### config.mk
export PLATFORM = sky130hd
export DESIGN_NAME = framed_signed_decimal_list_parser
export DESIGN_NICKNAME = d
export VERILOG_FILES = /design/src/hw/rtl/fsdlp_pkg.sv /design/src/hw/rtl/fsdlp_store.sv /design/src/hw/rtl/fsdlp_parser.sv /design/src/hw/rtl/framed_signed_decimal_list_parser.sv
export SDC_FILE = /design/constraint.sdc
export NUM_CORES = 1
export LEC_CHECK = 0
export ABC_AREA = 1
export BUFFER_PORTS_ARGS = -buffer_cell sky130_fd_sc_hd__buf_2
export CORE_MARGIN = 4
export CORE_UTILIZATION = 45
export DETAILED_ROUTE_END_ITERATION = 12
export PLACE_DENSITY = 0.69
export RECOVER_POWER = 100
export SLEW_MARGIN = 20
export SYNTH_ARGS = -nofsm -noshare
export SYNTH_HDL_FRONTEND = slang
export SYNTH_SLANG_ARGS = --single-unit
### constraint.sdc
create_clock -name aclk -period 3.75 [get_ports aclk]
set_input_delay 0.375 -clock aclk [delete_from_list [all_inputs] [get_ports aclk]]
set_output_delay 0.375 -clock aclk [all_outputs]
set_load 0.05 [all_outputs]
### src/hw/rtl/fsdlp_pkg.sv
// Shared types and constants of the framed signed decimal list parser.
// Item and result records, character codes and frame state codes.
// No dependencies.
package fsdlp_pkg;

    // default number of value slots
    localparam int DEFAULT_MAX_VALUES = 16;

    // item kinds carried on s_tuser
    localparam logic FUNC_FEED = 1'b0;
    localparam logic FUNC_READ = 1'b1;

    // characters of the frame syntax
    localparam logic [7:0] CH_START = 8'h73;  // 's'
    localparam logic [7:0] CH_END   = 8'h65;  // 'e'
    localparam logic [7:0] CH_COMMA = 8'h2C;  // ','
    localparam logic [7:0] CH_MINUS = 8'h2D;  // '-'
    localparam logic [7:0] CH_ZERO  = 8'h30;  // '0'
    localparam logic [7:0] CH_NINE  = 8'h39;  // '9'

    // characters allowed in one field
    localparam logic [3:0] FIELD_LIMIT = 4'd15;

    // frame state codes as reported on the result
    localparam logic [1:0] FS_IDLE  = 2'd0;
    localparam logic [1:0] FS_FRAME = 2'd1;
    localparam logic [1:0] FS_DONE  = 2'd2;

    // one input item
    typedef struct packed {
        logic       func;
        logic [7:0] rx_byte;
        logic [3:0] read_index;
    } fsdlp_item_t;

    // one result item
    typedef struct packed {
        logic [1:0]         frame_state;
        logic [4:0]         value_count;
        logic               frame_dropped;
        logic               commit_valid;
        logic [3:0]         commit_index;
        logic signed [15:0] commit_value;
        logic signed [15:0] read_value;
    } fsdlp_result_t;

endpackage

### src/hw/rtl/fsdlp_store.sv
// Value store of the parser: one write port, one registered read port.
// A read that meets a write to the same slot returns the new value.
// Depends on nothing but its parameters.
module fsdlp_store #(
    parameter int MAX_VALUES = 16,
    parameter int AW         = 4
) (
    input  logic               aclk,
    input  logic               wr_en,
    input  logic [AW-1:0]      wr_addr,
    input  logic signed [15:0] wr_data,
    input  logic               rd_en,
    input  logic [AW-1:0]      rd_addr,
    output logic signed [15:0] rd_data
);

    logic signed [15:0] mem [MAX_VALUES];
    logic signed [15:0] rd_data_reg;

    // write port
    always_ff @(posedge aclk) begin
        if (wr_en) begin
            mem[wr_addr] <= wr_data;
        end
    end

    // read port with write-first bypass
    always_ff @(posedge aclk) begin
        if (rd_en) begin
            if (wr_en && (wr_addr == rd_addr)) begin
                rd_data_reg <= wr_data;
            end else begin
                rd_data_reg <= mem[rd_addr];
            end
        end
    end

    assign rd_data = rd_data_reg;

endmodule

### src/hw/rtl/fsdlp_parser.sv
// Frame parser: state registers and the per-item next-state logic.
// Produces the result record and the store write for the item in flight.
// Depends on fsdlp_pkg.
module fsdlp_parser #(
    parameter int MAX_VALUES = 16,
    parameter int AW         = 4,
    parameter int CNT_W      = 5
) (
    input  logic                   aclk,
    input  logic                   aresetn,
    input  logic                   proc_en,
    input  fsdlp_pkg::fsdlp_item_t item,
    input  logic signed [15:0]     rd_data,
    output fsdlp_pkg::fsdlp_result_t result,
    output logic                   wr_en,
    output logic [AW-1:0]          wr_addr,
    output logic signed [15:0]     wr_data
);
    import fsdlp_pkg::*;

    localparam int CW = (CNT_W > 4) ? CNT_W : 4;

    typedef enum logic [1:0] {
        ST_IDLE  = FS_IDLE,
        ST_FRAME = FS_FRAME,
        ST_DONE  = FS_DONE
    } state_t;

    state_t             state_reg, state_next;
    logic [CNT_W-1:0]   slot_reg, slot_next;
    logic [CNT_W-1:0]   count_reg, count_next;
    logic [3:0]         digits_reg, digits_next;
    logic               neg_reg, neg_next;
    logic [15:0]        acc_reg, acc_next;

    logic               dropped;
    logic               commit;
    logic               room;
    logic               is_digit;
    logic [15:0]        field_value;
    logic [15:0]        acc_times_ten;
    logic               read_hit;

    // field value after sign, and the next accumulator step
    assign field_value   = neg_reg ? (16'd0 - acc_reg) : acc_reg;
    assign acc_times_ten = (acc_reg << 3) + (acc_reg << 1);
    assign room          = (slot_reg < CNT_W'(MAX_VALUES));
    assign is_digit      = (item.rx_byte >= CH_ZERO) && (item.rx_byte <= CH_NINE);
    assign read_hit      = (CW'(item.read_index) < CW'(count_reg))
                        && (CW'(item.read_index) < CW'(MAX_VALUES));

    // next-state logic for one item
    always_comb begin
        state_next  = state_reg;
        slot_next   = slot_reg;
        count_next  = count_reg;
        digits_next = digits_reg;
        neg_next    = neg_reg;
        acc_next    = acc_reg;
        dropped     = 1'b0;
        commit      = 1'b0;
        if (item.func == FUNC_FEED) begin
            case (state_reg)
                ST_IDLE, ST_DONE: begin
                    if (item.rx_byte == CH_START) begin
                        state_next  = ST_FRAME;
                        slot_next   = '0;
                        digits_next = '0;
                        neg_next    = 1'b0;
                        acc_next    = '0;
                        if (state_reg == ST_DONE) begin
                            count_next = '0;
                        end
                    end
                end
                ST_FRAME: begin
                    if (item.rx_byte == CH_END) begin
                        if ((digits_reg != 4'd0) && room) begin
                            commit     = 1'b1;
                            count_next = slot_reg + CNT_W'(1);
                        end
                        state_next = ST_DONE;
                    end else if (item.rx_byte == CH_COMMA) begin
                        if (digits_reg != 4'd0) begin
                            if (room) begin
                                commit    = 1'b1;
                                slot_next = slot_reg + CNT_W'(1);
                            end
                            digits_next = '0;
                            neg_next    = 1'b0;
                            acc_next    = '0;
                        end
                    end else if (is_digit || (item.rx_byte == CH_MINUS)) begin
                        if (digits_reg >= FIELD_LIMIT) begin
                            state_next = ST_IDLE;
                            dropped    = 1'b1;
                        end else if (item.rx_byte == CH_MINUS) begin
                            if (digits_reg != 4'd0) begin
                                state_next = ST_IDLE;
                                dropped    = 1'b1;
                            end else begin
                                neg_next    = 1'b1;
                                digits_next = digits_reg + 4'd1;
                            end
                        end else begin
                            acc_next    = acc_times_ten + {8'd0, item.rx_byte - CH_ZERO};
                            digits_next = digits_reg + 4'd1;
                        end
                    end else begin
                        state_next = ST_IDLE;
                        dropped    = 1'b1;
                    end
                end
                default: begin
                    state_next = ST_IDLE;
                end
            endcase
        end
    end

    // state registers
    always_ff @(posedge aclk) begin
        if (!aresetn) begin
            state_reg  <= ST_IDLE;
            slot_reg   <= '0;
            count_reg  <= '0;
            digits_reg <= '0;
            neg_reg    <= 1'b0;
            acc_reg    <= '0;
        end else if (proc_en) begin
            state_reg  <= state_next;
            slot_reg   <= slot_next;
            count_reg  <= count_next;
            digits_reg <= digits_next;
            neg_reg    <= neg_next;
            acc_reg    <= acc_next;
        end
    end

    // store write
    assign wr_en   = proc_en && commit;
    assign wr_addr = AW'(slot_reg);
    assign wr_data = field_value;

    // result record
    always_comb begin
        result.frame_state   = state_next;
        result.value_count   = 5'(count_next);
        result.frame_dropped = dropped;
        result.commit_valid  = commit;
        result.commit_index  = commit ? 4'(slot_reg) : 4'd0;
        result.commit_value  = commit ? field_value : 16'sd0;
        result.read_value    = ((item.func == FUNC_READ) && read_hit) ? rd_data : 16'sd0;
    end

endmodule

### src/hw/rtl/framed_signed_decimal_list_parser.sv
// Top level of the framed signed decimal list parser: stream ports,
// input and result registers. Depends on fsdlp_pkg, fsdlp_parser, fsdlp_store.
//
// Parses frames such as s12,-34,56e fed one byte per transaction and keeps up
// to MAX_VALUES signed 16-bit values; read transactions return a stored value.
// Each transaction yields exactly one result. The block takes one transaction
// per clock: an input register holds the item while the store's registered
// read for it completes, the parse step runs combinationally between that register
// and the result register, and the sustained rate is one transaction per cycle
// whenever m_tready is high. No clearing pass is needed after reset.
module framed_signed_decimal_list_parser #(
    parameter int MAX_VALUES = fsdlp_pkg::DEFAULT_MAX_VALUES
) (
    input  logic        aclk,
    input  logic        aresetn,
    // input channel
    input  logic        s_tvalid,
    output logic        s_tready,
    input  logic [15:0] s_tdata,   // rx_byte[7:0], read_index[11:8], zero[15:12]
    input  logic [0:0]  s_tuser,   // func[0]
    // result channel
    output logic        m_tvalid,
    input  logic        m_tready,
    // frame_state[1:0], value_count[6:2], frame_dropped[7], commit_valid[8],
    // commit_index[12:9], commit_value[28:13], read_value[44:29], zero[47:45]
    output logic [47:0] m_tdata
);
    import fsdlp_pkg::*;

    localparam int AW    = (MAX_VALUES > 1) ? $clog2(MAX_VALUES) : 1;
    localparam int CNT_W = $clog2(MAX_VALUES + 1);

    logic          in_valid_reg;
    fsdlp_item_t   item_reg;
    logic          out_valid_reg;
    fsdlp_result_t result_reg;
    fsdlp_result_t result;
    fsdlp_item_t   s_item;

    logic               advance;
    logic               proc_en;
    logic               s_accept;
    logic               wr_en;
    logic [AW-1:0]      wr_addr;
    logic signed [15:0] wr_data;
    logic signed [15:0] rd_data;

    // handshake
    assign advance  = !out_valid_reg || m_tready;
    assign proc_en  = in_valid_reg && advance;
    assign s_tready = !in_valid_reg || advance;
    assign s_accept = s_tvalid && s_tready;

    assign s_item.func       = s_tuser[0];
    assign s_item.rx_byte    = s_tdata[7:0];
    assign s_item.read_index = s_tdata[11:8];

    // input register
    always_ff @(posedge aclk) begin
        if (!aresetn) begin
            in_valid_reg <= 1'b0;
        end else if (s_tready) begin
            in_valid_reg <= s_tvalid;
        end
    end

    always_ff @(posedge aclk) begin
        if (s_accept) begin
            item_reg <= s_item;
        end
    end

    // result register
    always_ff @(posedge aclk) begin
        if (!aresetn) begin
            out_valid_reg <= 1'b0;
        end else if (advance) begin
            out_valid_reg <= in_valid_reg;
        end
    end

    always_ff @(posedge aclk) begin
        if (proc_en) begin
            result_reg <= result;
        end
    end

    fsdlp_parser #(
        .MAX_VALUES (MAX_VALUES),
        .AW         (AW),
        .CNT_W      (CNT_W)
    ) u_parser (
        .aclk    (aclk),
        .aresetn (aresetn),
        .proc_en (proc_en),
        .item    (item_reg),
        .rd_data (rd_data),
        .result  (result),
        .wr_en   (wr_en),
        .wr_addr (wr_addr),
        .wr_data (wr_data)
    );

    fsdlp_store #(
        .MAX_VALUES (MAX_VALUES),
        .AW         (AW)
    ) u_store (
        .aclk    (aclk),
        .wr_en   (wr_en),
        .wr_addr (wr_addr),
        .wr_data (wr_data),
        .rd_en   (s_accept),
        .rd_addr (AW'(s_item.read_index)),
        .rd_data (rd_data)
    );

    // output packing
    assign m_tvalid = out_valid_reg;
    assign m_tdata  = {3'd0,
                       result_reg.read_value,
                       result_reg.commit_value,
                       result_reg.commit_index,
                       result_reg.commit_valid,
                       result_reg.frame_dropped,
                       result_reg.value_count,
                       result_reg.frame_state};

endmodule

==> results of run 1 <==
-- power by group --
group	internal, mW	leakage (nW)	switching [mW]
Clock	1.94	0.551	1.49
Combinational	0.121	2.70	0.382
Sequential	4.45	3.04	0.0280
-- cell usage in the layout, fill, tap and decap left out, types with 8 or more instances in the layout --
master     netlist  final
clkbuf_2         0      9
clkbuf_1        51     75
o21ai_0        158    162
a21oi_1         54     54
buf_2            9     13
nand4_1         13     13
xor2_1          19     19
o211ai_1         8      8
clkinv_2         0      8
nor3_1           7      8
dfxtp_1         35     35
nand2_1        184    185
clkbuf_16        0     38
nor2_1         235    229
buf_4            4     11
nand3_1         74     74
or2_2            8      8
o22ai_1         15     15
ha_1            34     34
edfxtp_1       330    330
nor2_2           2      9
clkinv_1         0      8
o221ai_1        47     47
inv_1          128    129
-- final timing paths --
check / cells after the start / slack [ps] / endpoint
worst min register to register: 2 / 470 / u_parser.slot_reg[4]$_SDFFE_PN0P_
worst max register to register: 11 / 490 / u_store.mem[10][5]$_DFFE_PP_
worst min-delay path: 1 / 20 / item_reg[11]$_DFFE_PP_
worst max-delay path: 11 / 490 / u_store.mem[10][5]$_DFFE_PP_
-- cell families (layout without fill, tap and decap cells) --
logic type	after synthesis	in the layout	share of synthesized area
other	1	3	0.000232
flip-flops	365	365	0.656
AO/OA/AOI/OAI	296	296	0.106
buffers and inverters	204	305	0.0499
AND/OR/NAND/NOR	538	538	0.142
adder cells (fa/ha/maj)	40	40	0.0338
XOR/XNOR	22	22	0.0119
-- per-layer routing --
metal / vias up / part of all wire / track usage
li1: 5301 / - / -
met1: 5443 / 0.42 / 0.281
met2: 467 / 0.48 / 0.324
met3: 85 / 0.079 / 0.0258
met4: 0 / 0.031 / 0.0671
met5: - / 0 / 0
-- per-stage QoR --
step | total power, mW | setup slack (ps) | util | hold slack, ps
floorplan | 4.92 | 1120 | - | 436
global placement | 5.06 | 828 | 0.483 | 453
detailed placement | 5.07 | 754 | 0.483 | 462
CTS | 8.47 | 723 | 0.515 | 8.54
global route | 8.70 | 254 | 0.510 | 11.1
finish | 8.42 | 494 | 0.510 | 22.3
-- critical path, delay by kind of cell (launching register included) --
kind                     cells  cell delay (ps)
adder cells (fa/ha/maj)      1              190
AND/OR/NAND/NOR              7             1500
flip-flops                   1              460
buffers and inverters        3              710
-- final cells by class --
| cell class | count | share of cell area |
|---|---|---|
| Clock inverter | 19 | 0.00768 |
| Timing Repair Buffer | 102 | 0.0286 |
| Inverter | 136 | 0.0283 |
| Tap cell | 461 | 0.0319 |
| Multi-Input combinational cell | 899 | 0.262 |
| Sequential cell | 365 | 0.587 |
| Clock buffer | 48 | 0.0547 |
==> qor.yml, run 1 <==
antenna_found_initial: 0
startpoint: "item_reg[8]$_DFFE_PP_"
row_count: 69
nNetsFinal: 1602
fin_crit_sh: 0.868
antenna_left: 0
vias: 11300
cts_buffers: 37
rsz0062_at_grt: "false"
grt_first_pass_wirelength_microns: 60400
synth-edff-count: 330
holdBufCountCts: 0
synthArstFlopShare: 0
tns_ps: 0
gr-total-overflow: 0
io_pins: 71
yosysTopAreaCell: "edfxtp_1"
synth.most_common_cell: "edfxtp_1"
tightest_slew_ps: 1620
clk_path_buf_depth: 3
total_leakage_power_nw: 6.29
drv_cap: 1
ctsResizeCount: 0
synth-seq-area-share: 0.656
synthCells: 1466
gp_congestion: 0.920
hp-class: "in -> reg"
fillers: 3131
clock_skew_ps: 18.7
drtIter0Drc: 1176
netlist.area_leader.share: 0.613
cts_sinks: 365
route.final.wire_length_microns: 39600
timing.fmax_ghz: 0.307
ir_worst_vdd_uv: 325
cp_cell_sequence: "inv_1 > ha_1 > nand3_1 > nor3_1 > inv_2 > nand2_1 > nand2_1 > nor2_8 > nand2_1 > nor2_1 > clkbuf_2"
initial_core_util: 0.455
reg2reg_from: "item_reg[8]$_DFFE_PP_"
yosysWarnings: 0
synth_ff_type: "edfxtp_1"
synth_area_sq_um: 16200
path_max_fanout: 14
clkSlewWorstSetupHoldPaths_ps: 60
syn_avg_cell_area_sq_um: 11.0
wl_per_cell_microns: 19.5
worst_ep_arrival_time_ps: 3400
drc: 0
ys_types: 42
largest_register: "u_store.mem"
design_area_sq_um: 18100
die_h_microns: 198
synth_area_leaders: "edfxtp_1 61%, nor2_1 5.5%, o21ai_0 4.9%, dfxtp_1 4.3%, nand2_1 4.3%"
port_buffers: 63
layout_min_cycle_time_ps: 3260
finalMaxSlewViolations: 17
ys_ff_latch: 365
antenna_cells: 0
critPathMaxStageDelay_ps: 550
fin_cells: 2030
cts_tree: "done"
grt_pass1_vias: 10800
critical_path.slowest_cell: "clkbuf_2"
firstDrtPassIters: 5
grt_util_all_layers: 0.199
post_cts_buffers: 0
place_area_sq_um: 17200
grt_max_degree: 129
dp_hpwl_microns: 24500
core_area_sq_um: 35500
drive_gt1_frac: 0.0733
crit_type: "reg -> reg"
ys_top_cells_by_count: "330 x edfxtp_1, 235 x nor2_1, 184 x nand2_1"
status: "complete, but fails checks"
via_per_inst: 5.56
violations: "max-capacitance violations, max-slew violations"
cp-start-kind: "flip-flop"
end_kind: "flip-flop"
ff_latch_area_sq_um: 10600
cp.required_ps: 3900
cp_common_cell: "nand2_1"
syn2layout_area_growth_pct: 11.9
dieArea_sq_um: 39000
relSlewSlack: -0.0848
clockRootBuffer: "clkbuf_16"
largest_reg_flops: 256
die_w_microns: 198
ctsHtreeMaxLevel: 2
multiInputGateArea_sq_um: 4740
hold_start: "s_tdata[7]"
clk_latency_ps: 530
setup_violations: 0
dp_cells: 1963
powerDensity_nw_per_um2: 465
final-hold-violation-count: 0
Power figures use the tool's default switching activity.
==> inputs of run 2 (changes only) <==
--- a/config.mk
+++ b/config.mk
@@ -7,10 +7,12 @@
 export LEC_CHECK = 0
 export ABC_AREA = 1
 export BUFFER_PORTS_ARGS = -buffer_cell sky130_fd_sc_hd__buf_2
+export CELL_PAD_IN_SITES_DETAIL_PLACEMENT = 0
+export CELL_PAD_IN_SITES_GLOBAL_PLACEMENT = 1
 export CORE_MARGIN = 4
 export CORE_UTILIZATION = 45
 export DETAILED_ROUTE_END_ITERATION = 12
-export PLACE_DENSITY = 0.69
+export PLACE_DENSITY = 0.81
 export RECOVER_POWER = 100
 export SLEW_MARGIN = 20
 export SYNTH_ARGS = -nofsm -noshare
==> run 2 against run 1 <==
Net effect: final cell count barely moved; wire length up 1.3%; non-clock buffer count increased by 2; die area stayed put; flip-flop and latch count stayed put; highest routed layer unchanged; clock power shrank 3%; first-iteration DRC count grew 7.1%; power shrank 0.96%; hold slack gained 2.1 ps; the flow now finishes without violations.
==> qor.yml, run 2 (synthesis gave the netlist of run 1 again) <==
status: "finished, final reports clean"
clock_skew_ps: 14.5
p_sw_mw: 1.86
io_pins: 71
critical_path.slowest_cell: "nor3_1"
wl_per_cell_microns: 19.8
end_kind: "flip-flop"
tightest_slew_ps: 1250
swShare: 0.224
grt_first_pass_wirelength_microns: 61100
gp_congestion: 0.838
firstDrtPassIters: 7
critPathMaxStageDelay_ps: 540
antenna_found_initial: 0
die_h_microns: 198
dp_hpwl_microns: 25800
cp.required_ps: 3950
die_w_microns: 198
via_per_inst: 5.55
largest_reg_flops: 256
grt_max_degree: 72
drv_cap: 0
largest_register: "u_store.mem"
clk_path_buf_depth: 3
cp-start-kind: "flip-flop"
ctsResizeCount: 0
core_area_sq_um: 35500
fin_cells: 2032
port_buffers: 63
power_frac_comb: 0.061
clkPwrFrac: 0.402
crit_type: "reg -> reg"
drive_gt1_frac: 0.0783
clockRootBuffer: "clkbuf_16"
r2r_slack_ps: 550
nNetsFinal: 1604
dp_cells: 1965
vias: 11300
ir_worst_vdd_uv: 337
clkSlewWorstSetupHoldPaths_ps: 60
grt_pass1_vias: 10800
setup_violations: 0
final-hold-violation-count: 0
layout_min_cycle_time_ps: 3200
row_count: 69
relSlewSlack: 0.164
cts_tree: "done"
cp_common_cell: "nand2_1"
hp-class: "in -> reg"
antenna_left: 0
path_max_fanout: 9
seqPwrFrac: 0.537
grt_util_all_layers: 0.202
intPower_mw: 6.47
finalMaxSlewViolations: 0
gr-total-overflow: 0
final_common_cell: "edfxtp_1"
antenna_cells: 0
cts_buffers: 37
cts_sinks: 365
tns_ps: 0
initial_core_util: 0.455
syn2layout_area_growth_pct: 12.3
post_cts_buffers: 0
drtIter0Drc: 1260
drc: 0
timing.fmax_ghz: 0.312
dieArea_sq_um: 39000
cp_cell_sequence: "inv_1 > ha_1 > nand3_1 > nor3_1 > inv_2 > nand2_1 > nand2_2 > nor2_8 > nand2_1 > nor2_2 > clkbuf_2"
ctsHtreeMaxLevel: 2
worst_ep_arrival_time_ps: 3400
rsz0062_at_grt: "false"
total_leakage_power_nw: 6.35
layout_common_cells: "330 x edfxtp_1, 224 x nor2_1, 184 x nand2_1"
fin_crit_sh: 0.854
clk_latency_ps: 520
holdBufCountCts: 0
powerDensity_nw_per_um2: 459
finalPower_mw: 8.34
route.final.wire_length_microns: 40100
[run 2: cell types whose count changed in the layout (fill, tap and decap cells not counted), sizes merged]
cell / previous run / this run
clkbuf: 122 / 119
buf: 28 / 39
clkinvlp: 1 / 0
bufinv: 1 / 0
inv: 136 / 137
clkinv: 17 / 12
[run 2: final timing paths]
check                           cells after the start                                to                             start
worst max register to register                     11     u_store.mem[11][14]$_DFFE_PP_             item_reg[8]$_DFFE_PP_
worst min register to register                      2  u_parser.acc_reg[3]$_SDFFE_PN0P_  u_parser.acc_reg[3]$_SDFFE_PN0P_
worst min-delay path                                1            item_reg[12]$_DFFE_PP_                           s_tuser
worst max-delay path                               11     u_store.mem[11][14]$_DFFE_PP_             item_reg[8]$_DFFE_PP_
[run 2: area by class of cell]
cell class	count	area, sq um
clock buffers	54	1020
clock inverters	13	80.1
fillers	3086	17300
inverters	136	510
multi-input cells	899	4770
flip-flops and latches	365	10600
well taps	461	577
repair buffers	104	588
[run 2: layer usage]
metal | part of all wire | up-vias | track usage
li1 | - | 5311 | -
met1 | 0.43 | 5431 | 0.281
met2 | 0.46 | 459 | 0.326
met3 | 0.077 | 79 | 0.0384
met4 | 0.027 | 0 | 0.0604
met5 | 0 | - | 0
[run 2: power groups by stage]
stage | Clock, mW | Combinational (mW) | Sequential (mW)
finish | 3.35 | 0.509 | 4.48
global route | 3.60 | 0.559 | 4.48
CTS | 3.42 | 0.521 | 4.47
detailed placement | 0 | 0.518 | 4.56
global placement | 0 | 0.512 | 4.56
floorplan | 0 | 0.285 | 4.63
[run 2: through the flow]
step	utilization	setup WS (ps)	hold WS [ps]	instance area [sq um]
floorplan	-	1120	436	16200
global placement	0.485	827	452	17200
detailed placement	0.485	840	455	17200
CTS	0.516	815	3.99	18300
global route	0.512	308	9.65	18200
finish	0.512	549	24.4	18200
[run 2: worst max-delay path: cells and delay by family, from the launching register on]
kind	cells	cell delay, ps
AND/OR/NAND/NOR	7	1690
buffers and inverters	3	540
flip-flops	1	450
adder cells (fa/ha/maj)	1	190
